`config.mk`:
```
export PLATFORM = sky130hd
export DESIGN_NAME = fast_system_call_msr_unit
export DESIGN_NICKNAME = d
export VERILOG_FILES = /design/src/design/fsc_pkg.sv /design/src/design/fsc_exec.sv /design/src/design/fast_system_call_msr_unit.sv
export SDC_FILE = /design/constraint.sdc
export NUM_CORES = 1
export LEC_CHECK = 0
export BUFFER_PORTS_ARGS = -buffer_cell sky130_fd_sc_hd__clkbuf_2
export CAP_MARGIN = 20
export CORE_ASPECT_RATIO = 0.6
export CORE_MARGIN = 2
export CORE_UTILIZATION = 24
export DETAILED_ROUTE_END_ITERATION = 10
export GPL_ROUTABILITY_DRIVEN = 1
export PLACE_DENSITY = 0.37
export SLEW_MARGIN = 10
export SYNTH_ARGS = -nofsm -noshare
export SYNTH_HDL_FRONTEND = slang
export SYNTH_HIERARCHICAL = 1
export SYNTH_SLANG_ARGS = --single-unit
```
`constraint.sdc`:
```
create_clock -name clk -period 8 [get_ports clk]
set_clock_uncertainty 0.05 [all_clocks]
set_input_delay 0.8 -clock clk [delete_from_list [all_inputs] [get_ports clk]]
set_output_delay 0.8 -clock clk [all_outputs]
set_load 0.01 [all_outputs]
```
`src/design/fsc_pkg.sv`:
```
// ----------------------------------------------------------------------------
// fsc_pkg: shared types and constants of the fast system call MSR unit
// Instruction kinds, MSR indexes, descriptor access bytes and the structs
// passed between the top level and the execute logic.
// ----------------------------------------------------------------------------
package fsc_pkg;

  localparam logic [1:0] KIND_WRMSR = 2'd0;
  localparam logic [1:0] KIND_RDMSR = 2'd1;
  localparam logic [1:0] KIND_ENTER = 2'd2;
  localparam logic [1:0] KIND_EXIT  = 2'd3;

  localparam logic [31:0] MSR_CS  = 32'h0000_0174;
  localparam logic [31:0] MSR_ESP = 32'h0000_0175;
  localparam logic [31:0] MSR_EIP = 32'h0000_0176;

  localparam logic [15:0] SEL_MASK   = 16'hFFFC;
  localparam logic [15:0] SS_OFS     = 16'd8;
  localparam logic [15:0] EXIT_CS_OFS = 16'd16;
  localparam logic [15:0] EXIT_SS_OFS = 16'd24;

  localparam logic [7:0] CS_ACCESS = 8'h9B;
  localparam logic [7:0] SS_ACCESS = 8'h93;

  localparam logic [1:0] PL_KERNEL = 2'd0;
  localparam logic [1:0] PL_USER   = 2'd3;

  typedef struct packed {
    logic [1:0]  kind;
    logic [31:0] ecx_value;
    logic [31:0] edx_value;
    logic [31:0] eax_value;
    logic [1:0]  current_pl;
    logic        real_mode;
  } fsc_req_t;

  typedef struct packed {
    logic [15:0] code_sel;
    logic [31:0] stack_ptr;
    logic [31:0] entry_pt;
  } fsc_msr_t;

  typedef struct packed {
    logic        cs_en;
    logic        esp_en;
    logic        eip_en;
    logic [31:0] data;
  } fsc_wr_t;

  typedef struct packed {
    logic        fault;
    logic        defer_to_parent;
    logic [31:0] read_high;
    logic [31:0] read_low;
    logic        load_segments;
    logic [1:0]  new_pl;
    logic [15:0] cs_selector;
    logic [15:0] ss_selector;
    logic [31:0] new_esp;
    logic [31:0] new_eip;
    logic [7:0]  cs_access_rights;
    logic [7:0]  ss_access_rights;
  } fsc_res_t;

endpackage

```
`src/design/fsc_exec.sv`:
```
// ----------------------------------------------------------------------------
// fsc_exec: execute logic of the fast system call MSR unit
// Checks one request against privilege, mode and index rules, forms the
// result and the MSR write that the request causes.
// ----------------------------------------------------------------------------
module fsc_exec
  import fsc_pkg::*;
(
  input  fsc_req_t req,
  input  fsc_msr_t msr,
  output fsc_res_t res,
  output fsc_wr_t  wr
);

  logic        priv_fault;
  logic        in_range;
  logic        bad_bits;
  logic        call_fault;
  logic [15:0] base;
  logic [15:0] cs_sum;
  logic [15:0] ss_sum;
  logic [1:0]  pl;

  assign priv_fault = (req.current_pl != 2'd0) && !req.real_mode;
  assign in_range   = (req.ecx_value >= MSR_CS) && (req.ecx_value <= MSR_EIP);
  assign bad_bits   = (req.edx_value != 32'd0) ||
                      ((req.ecx_value == MSR_CS) && (req.eax_value[31:16] != 16'd0));
  assign base       = msr.code_sel & SEL_MASK;
  assign call_fault = req.real_mode || (base == 16'd0) ||
                      ((req.kind == KIND_EXIT) && (req.current_pl != 2'd0));

  always_comb begin
    if (req.kind == KIND_EXIT) begin
      pl     = PL_USER;
      cs_sum = base + EXIT_CS_OFS;
      ss_sum = base + EXIT_SS_OFS;
    end else begin
      pl     = PL_KERNEL;
      cs_sum = base;
      ss_sum = base + SS_OFS;
    end
  end

  always_comb begin
    res     = '0;
    wr      = '0;
    wr.data = req.eax_value;
    unique case (req.kind)
      KIND_WRMSR: begin
        if (priv_fault) begin
          res.fault = 1'b1;
        end else if (!in_range) begin
          res.defer_to_parent = 1'b1;
        end else if (bad_bits) begin
          res.fault = 1'b1;
        end else begin
          wr.cs_en  = (req.ecx_value == MSR_CS);
          wr.esp_en = (req.ecx_value == MSR_ESP);
          wr.eip_en = (req.ecx_value == MSR_EIP);
        end
      end
      KIND_RDMSR: begin
        if (priv_fault) begin
          res.fault = 1'b1;
        end else if (!in_range) begin
          res.defer_to_parent = 1'b1;
        end else if (req.ecx_value == MSR_CS) begin
          res.read_low = {16'd0, msr.code_sel};
        end else if (req.ecx_value == MSR_ESP) begin
          res.read_low = msr.stack_ptr;
        end else begin
          res.read_low = msr.entry_pt;
        end
      end
      KIND_ENTER, KIND_EXIT: begin
        if (call_fault) begin
          res.fault = 1'b1;
        end else begin
          res.load_segments    = 1'b1;
          res.new_pl           = pl;
          res.cs_selector      = (cs_sum & SEL_MASK) | {14'd0, pl};
          res.ss_selector      = (ss_sum & SEL_MASK) | {14'd0, pl};
          res.new_esp          = (req.kind == KIND_EXIT) ? req.ecx_value : msr.stack_ptr;
          res.new_eip          = (req.kind == KIND_EXIT) ? req.edx_value : msr.entry_pt;
          res.cs_access_rights = CS_ACCESS | {1'b0, pl, 5'd0};
          res.ss_access_rights = SS_ACCESS | {1'b0, pl, 5'd0};
        end
      end
      default: begin
        res.fault = 1'b1;
      end
    endcase
  end

endmodule

```
`src/design/fast_system_call_msr_unit.sv`:
```
// ----------------------------------------------------------------------------
// fast_system_call_msr_unit: fast system call MSR unit
// Path: an accepted request moves from the input register to the result
// register, where its result waits on out_ready until it is taken.
// Throughput: one request per cycle while out_ready is high; while a result
// waits on out_ready the input register takes one more request, then stalls.
// Reset clears both valid bits and the three call MSRs to zero.
// ----------------------------------------------------------------------------
module fast_system_call_msr_unit
  import fsc_pkg::*;
(
  input  logic        clk,
  input  logic        rst,
  input  logic        in_valid,
  output logic        in_ready,
  input  logic [1:0]  kind,
  input  logic [31:0] ecx_value,
  input  logic [31:0] edx_value,
  input  logic [31:0] eax_value,
  input  logic [1:0]  current_pl,
  input  logic        real_mode,
  output logic        out_valid,
  input  logic        out_ready,
  output logic        fault,
  output logic        defer_to_parent,
  output logic [31:0] read_high,
  output logic [31:0] read_low,
  output logic        load_segments,
  output logic [1:0]  new_pl,
  output logic [15:0] cs_selector,
  output logic [15:0] ss_selector,
  output logic [31:0] new_esp,
  output logic [31:0] new_eip,
  output logic [7:0]  cs_access_rights,
  output logic [7:0]  ss_access_rights
);

  logic     req_valid;
  fsc_req_t req;
  fsc_msr_t msr;
  fsc_res_t res;
  fsc_res_t res_next;
  fsc_wr_t  wr;
  logic     advance;

  assign advance  = req_valid && (!out_valid || out_ready);
  assign in_ready = !req_valid || advance;

  fsc_exec u_exec (
    .req (req),
    .msr (msr),
    .res (res_next),
    .wr  (wr)
  );

  // input register
  always_ff @(posedge clk) begin
    if (rst) begin
      req_valid <= 1'b0;
    end else if (in_ready) begin
      req_valid <= in_valid;
    end
    if (in_valid && in_ready) begin
      req <= '{kind, ecx_value, edx_value, eax_value, current_pl, real_mode};
    end
  end

  // call MSRs, updated as a request moves to the result register
  always_ff @(posedge clk) begin
    if (rst) begin
      msr <= '0;
    end else if (advance) begin
      if (wr.cs_en)  msr.code_sel  <= wr.data[15:0];
      if (wr.esp_en) msr.stack_ptr <= wr.data;
      if (wr.eip_en) msr.entry_pt  <= wr.data;
    end
  end

  // result register
  always_ff @(posedge clk) begin
    if (rst) begin
      out_valid <= 1'b0;
    end else if (!out_valid || out_ready) begin
      out_valid <= req_valid;
    end
    if (advance) begin
      res <= res_next;
    end
  end

  assign fault            = res.fault;
  assign defer_to_parent  = res.defer_to_parent;
  assign read_high        = res.read_high;
  assign read_low         = res.read_low;
  assign load_segments    = res.load_segments;
  assign new_pl           = res.new_pl;
  assign cs_selector      = res.cs_selector;
  assign ss_selector      = res.ss_selector;
  assign new_esp          = res.new_esp;
  assign new_eip          = res.new_eip;
  assign cs_access_rights = res.cs_access_rights;
  assign ss_access_rights = res.ss_access_rights;

  a_msr_hold: assert property (@(posedge clk) disable iff (rst)
    !advance |=> $stable(msr))
    else $error("call MSR changed without a request moving on");

  a_one_write: assert property (@(posedge clk) disable iff (rst)
    $countones({wr.cs_en, wr.esp_en, wr.eip_en}) <= 1)
    else $error("more than one call MSR written at once");

  a_outcome: assert property (@(posedge clk) disable iff (rst)
    out_valid |-> $countones({fault, defer_to_parent, load_segments}) <= 1)
    else $error("result carries conflicting outcomes");

  a_sel_pl: assert property (@(posedge clk) disable iff (rst)
    (out_valid && load_segments) |->
      (cs_selector[1:0] == new_pl) && (ss_selector[1:0] == new_pl))
    else $error("selector privilege bits differ from new privilege");

  a_req_hold: assert property (@(posedge clk) disable iff (rst)
    (req_valid && !advance) |=> req_valid && $stable(req))
    else $error("stalled request lost or changed");

endmodule

```
## After elaboration in Yosys (flattened, before gate mapping)

Index checks and enable logic that the tools add are counted.

- Memory bits (writable): 0
- Output and inout bits: 183
- Word-level logic and storage cells: 87
- Bits in latches: 0
- Memory bits (read-only): 0
- Memories: 0
- Register bits after elaboration: 328

- Multiply operators: 0
- Equal/unequal tests: 6
- Bitwise logic cells: 6
- Order comparisons: 2
- Shift-type cells: 0
- Reductions and logical operators: 28
- Add/subtract/negate cells: 3
- Mux-type cells: 19
- Divide/modulo/power cells: 0

Operator list:

| kind | count |
|---|---|
| 115-bit two-way mux | 1 |
| 32-bit by 9-bit == test with 1-bit output, second input constant | 3 |
| 32-bit two-way mux | 3 |
| 16-bit two-way mux | 3 |
| 16-bit by 5-bit adder with 16-bit output, second input constant | 2 |
| 32-bit by 9-bit >= comparator with 1-bit output, second input constant | 1 |
| 32-bit by 9-bit less-or-equal comparator with 1-bit output, second input constant | 1 |
| 16-bit by 2-bit bitwise OR with 16-bit output | 2 |
| 32-bit nonzero test | 1 |
| 16-bit by 4-bit adder with 16-bit output, second input constant | 1 |
| 16-bit logical NOT | 1 |
| 16-bit nonzero test | 1 |
| 3-bit two-way mux | 4 |
| 2-bit OR reduction | 4 |
| 1-bit logical AND | 6 |
| 1-bit two-way mux | 6 |
| 2-bit AND reduction | 3 |
| 1-bit logical OR | 5 |
| 2-bit == test, second input constant | 2 |
| 1-bit inverter | 4 |
| 4-bit OR reduction | 1 |
| 1-bit logical NOT | 3 |
| 1-bit one-hot mux with 3 select lines | 1 |
| 3-bit OR reduction | 1 |
| 4 further kinds | 4 |

## Depth between registers and ports, before layout

- Depth after elaboration: 8
- Gate-level depth with buffers: 10

## Modules after synthesis

The synthesis kept the hierarchy.

By module, submodules not included:

| module | times used | seq. area each (µm²) | cells an instance | area an instance (µm²) |
|---|---|---|---|---|
| fast_system_call_msr_unit | 1 | 10109.7 | 590 | 11841.4 |
| fsc_exec | 1 | 0.0 | 592 | 3565.9 |

## Worst setup path before layout

Ideal clock, no wire load.

- Path kind: input port to flip-flop
- Start: input out_ready
- End: register res, in the netlist cs_access_rights[0], enable pin
- Library setup time: 563 ps
- Cell stages on the path: 2
- Data required time: 7387 ps
- Buffers on the path: 0
- Data arrival time: 5072 ps
- Setup slack: 2316 ps
- Cells stage by stage: nand2b_4 and2_1

- Word-level cells in the longest chain between the ends: 2

RTL lines:

| what | RTL line | source |
|---|---|---|
| start, declared | fast_system_call_msr_unit.sv:23 | `input logic out_ready,` |
| 1-bit logical OR | fast_system_call_msr_unit.sv:46 | `assign advance = req_valid && (!out_valid \|\| out_ready);` |
| 1-bit logical AND | fast_system_call_msr_unit.sv:46 |  |
| net advance | fast_system_call_msr_unit.sv:44 | `logic advance;` |
| end signal, assigned | fast_system_call_msr_unit.sv:87 | `res <= res_next;` |
| end, declared | fast_system_call_msr_unit.sv:41 | `fsc_res_t res;` |

The timed path passes the listed nets, and every way through them passes these cells.
A chain may end at the register's enable or synchronous reset.

==> impl_results.md <==
- Leak: between 6 and 7 nW
- Die width: roughly 330 µm
- Drt total wl: between 50 and 60 mm
- Final Util: between 20% and 30%
- Placed cell count: between 2000 and 2500
- Commonest non-fill, non-tap cells in the layout: clkbuf_2 (287), edfxtp_1 (282), nand2_1 (137)
- Startpoint types: register
- Insertion delay of the later-clocked pin in the worst-skew pair: between 0.5 and 0.6 ns
- Post-synth EDFFs: between 200 and 300
- Share of post-route cells with drive strength above 1: 27.6%
- Post-Syn Instances: 1182
- Synth Flop Type: edfxtp_1
- # hold bufs at CTS: 0
- FF+latch count, synth: roughly 360
- Site Rows: between 70 and 80
- Ys async rst share: 0%
- Grt ovf: 0
- RSZ-0062 raised after global routing: false
- Sw frac: 22.8%
- WS Path Type: register to register
- Final GP Congestion: roughly 0.76
- Status: finished, final reports clean
- Clk slew on worst S/H paths: 0.06 ns
- Sequential area share after synthesis: approximately 66%
- YS warnings: 6
- Fin crit share: 46.0%
- Worst R2R Setup Slack: roughly 4.3 ns
- IO Pins: approximately 290
- R2R depth: 7
- CP arrival: roughly 4 ns
- Hold Fails Final Rpt: 0
- Reg power frac: around half
- Min-delay worst type: primary input to register
- Peak supply drop: 0.123 mV
- Initial antenna violation count: 2
- Final Setup Violations: 0
- P_sw: about 0.001 W
- H-tree Lvls: 2
- Die height: roughly 200 µm
- Vias: about 9800
- Final net count: around 1500
- Final TNS setup: 0 ns
- Final Max Tran Viols: 0
- Synth area leaders: edfxtp_1 (55%), dfxtp_1 (11%), mux2i_1 (6.2%)
- Global-route usage over all layers: 14.9%
- Worst endpoint required time: around 8.4 ns
- Distinct cells, synth: between 50 and 60
- Critical register-to-register path startpoint: req[80]
- Worst slew pin tran: ~1.0 ns
- Drt first pass iters: 5
- CP Capture Type: register
- Port Buf Inserts: 287
- Commonest non-fill, non-tap cell in the layout: clkbuf_2
- Vias in the first global route: a little under 10000
- Core Box Area: 63100 µm²
- Finished Layout Cells: approximately 2300
- Wire length per cell: around 22 µm
- Clock Sinks: roughly 360
- Area growth syn-to-layout: 20.4%
- Final HPWL DP: 35.1 mm
- Clk pwr share: a little under half
- Cts repair resizes: 0
- Largest net degree at the start of global routing: about 150
- Pwr dens: 237 nW/µm²
- DR iter-0 viols: about 650
- CTS tree: built
- Min cycle time layout: 3.68 ns
- Diode count: 0
- P_int: 0.00339 W
- Post-Syn Area per Cell: between 10 and 15 µm²
- Critical path endpoint: msr[28]
- Initial Utilization: between 20% and 30%
- Synth area leader: edfxtp_1
- Synthesized area: 15400 µm²
- Die Area: around 66000 µm²
- CTS root buf: clkbuf_16
- Post-DR vias/cell: between 4 and 5
- Max Freq: 0.272 GHz
- Max-Cap Viols: 0
- Number of setup buffers added after CTS: 0
- Comb pwr share: 4.8%
- Crit path from: req[80]
- DRC: 0
- Global-route wire length before repair: 71.8 mm
- Antenna-violating nets left: 0
- Max-slew headroom: about 31%
- Synth top area share: between 50 and 60%
- Critical R2R Capture: msr[28]
- Total CTS buffers: about 40
- Clk buf depth: 3
- Crit path max fanout: 21
==> worst max-delay path, cell delays in order, from the launching register on <==
cell      delay [ns]
edfxtp_1        0.39
nor3_1          0.45
and2_1          0.77
nand3_1         0.25
nor4_1          0.42
nand3_2         0.57
buf_4           0.48
mux2i_1         0.16
==> cell families (layout without fill, tap and decap cells) <==
kind of cell	after synthesis	in the layout	share of synthesized area (%)
adders and majority gates	4	4	0.374
muxes	96	96	6.24
buffers and inverters	168	382	6.81
AOI/OAI and AO/OA	142	142	6.32
and+or+nand+nor	387	387	13.5
DFF	364	364	65.6
other	1	35	0.0243
xor gates and xnor gates	20	20	1.14
==> power by group through the flow <==
stage | Sequential (W) | Clock, W | Combinational (W)
floorplan | 0.00222 | 0 | 0.0000970
global placement | 0.00219 | 0 | 0.000217
detailed placement | 0.00220 | 0 | 0.000216
CTS | 0.00216 | 0.00210 | 0.000216
global route | 0.00216 | 0.00217 | 0.000230
finish | 0.00215 | 0.00203 | 0.000209
==> sequential cells by signal, summed over array words and instances (netlist names) <==
register,count
read_high,32
ss_selector,16
fault,1
new_pl,2
msr,80
ss_access_rights,8
load_segments,1
read_low,32
cs_access_rights,8
req_valid,1
defer_to_parent,1
out_valid,1
new_eip,32
new_esp,32
cs_selector,16
req,101
==> routing by layer <==
metal	up-vias	part of all wire [%]	track usage [%]
li1	4620	-	-
met3	64	6.1	3.65
met4	4	1.6	3.41
met5	-	0.054	0
met1	4805	54	24.5
met2	257	38	19.0
==> worst min-delay path by stage <==
stage                        from  endpoint  slack, ns  cells past startpoint
CTS                 eax_value[15]   req[18]       0.30                      1
detailed placement        msr[64]   msr[64]       0.42                      2
global route        eax_value[15]   req[18]       0.31                      1
floorplan                 msr[70]   msr[70]       0.40                      2
global placement          msr[64]   msr[64]       0.41                      2
finish              eax_value[14]   req[17]       0.34                      1
==> synth_stat cells, types with 2 or more instances <==
cell type,number
a31oi_1,17
mux2i_1,96
buf_2,13
and3_1,4
xnor2_1,10
nor3_1,7
nand2b_1,113
xor2_1,10
buf_6,2
nor4b_1,2
a21oi_1,67
nand2_1,139
and2_1,7
nor2_1,33
a2111oi_0,6
inv_1,5
o2111a_1,3
ha_1,3
nand3_1,10
nand3_2,2
o31ai_1,16
buf_1,8
dfxtp_1,82
edfxtp_1,282
and3b_1,2
nor4_2,2
nor4_1,21
a211oi_1,16
buf_4,96
and3_4,2
clkbuf_1,41
a2111oi_2,10
and4_1,6
nand4_1,26
==> final cells by class <==
type	instances	area [µm²]
clock buffers	45	1080
multi-input cells	684	4390
inverters	6	22.5
fillers	6481	44500
clock inverters	30	328
flip-flops and latches	364	10100
well taps	839	1050
repair buffers	301	1570
==> per-stage QoR <==
stage | instance area [µm²] | hold slack, ns | power [W] | setup slack [ns]
3_5_place_dp | 17100 | 0.421 | 0.00241 | 4.30
3_3_place_gp | 17100 | 0.414 | 0.00241 | 4.39
6_report | 18600 | 0.341 | 0.00439 | 4.32
4_1_cts | 18500 | 0.300 | 0.00447 | 4.29
5_1_grt | 18600 | 0.312 | 0.00456 | 4.01
2_1_floorplan | 15500 | 0.397 | 0.00231 | 2.32
(Power assumes the default switching activity.)
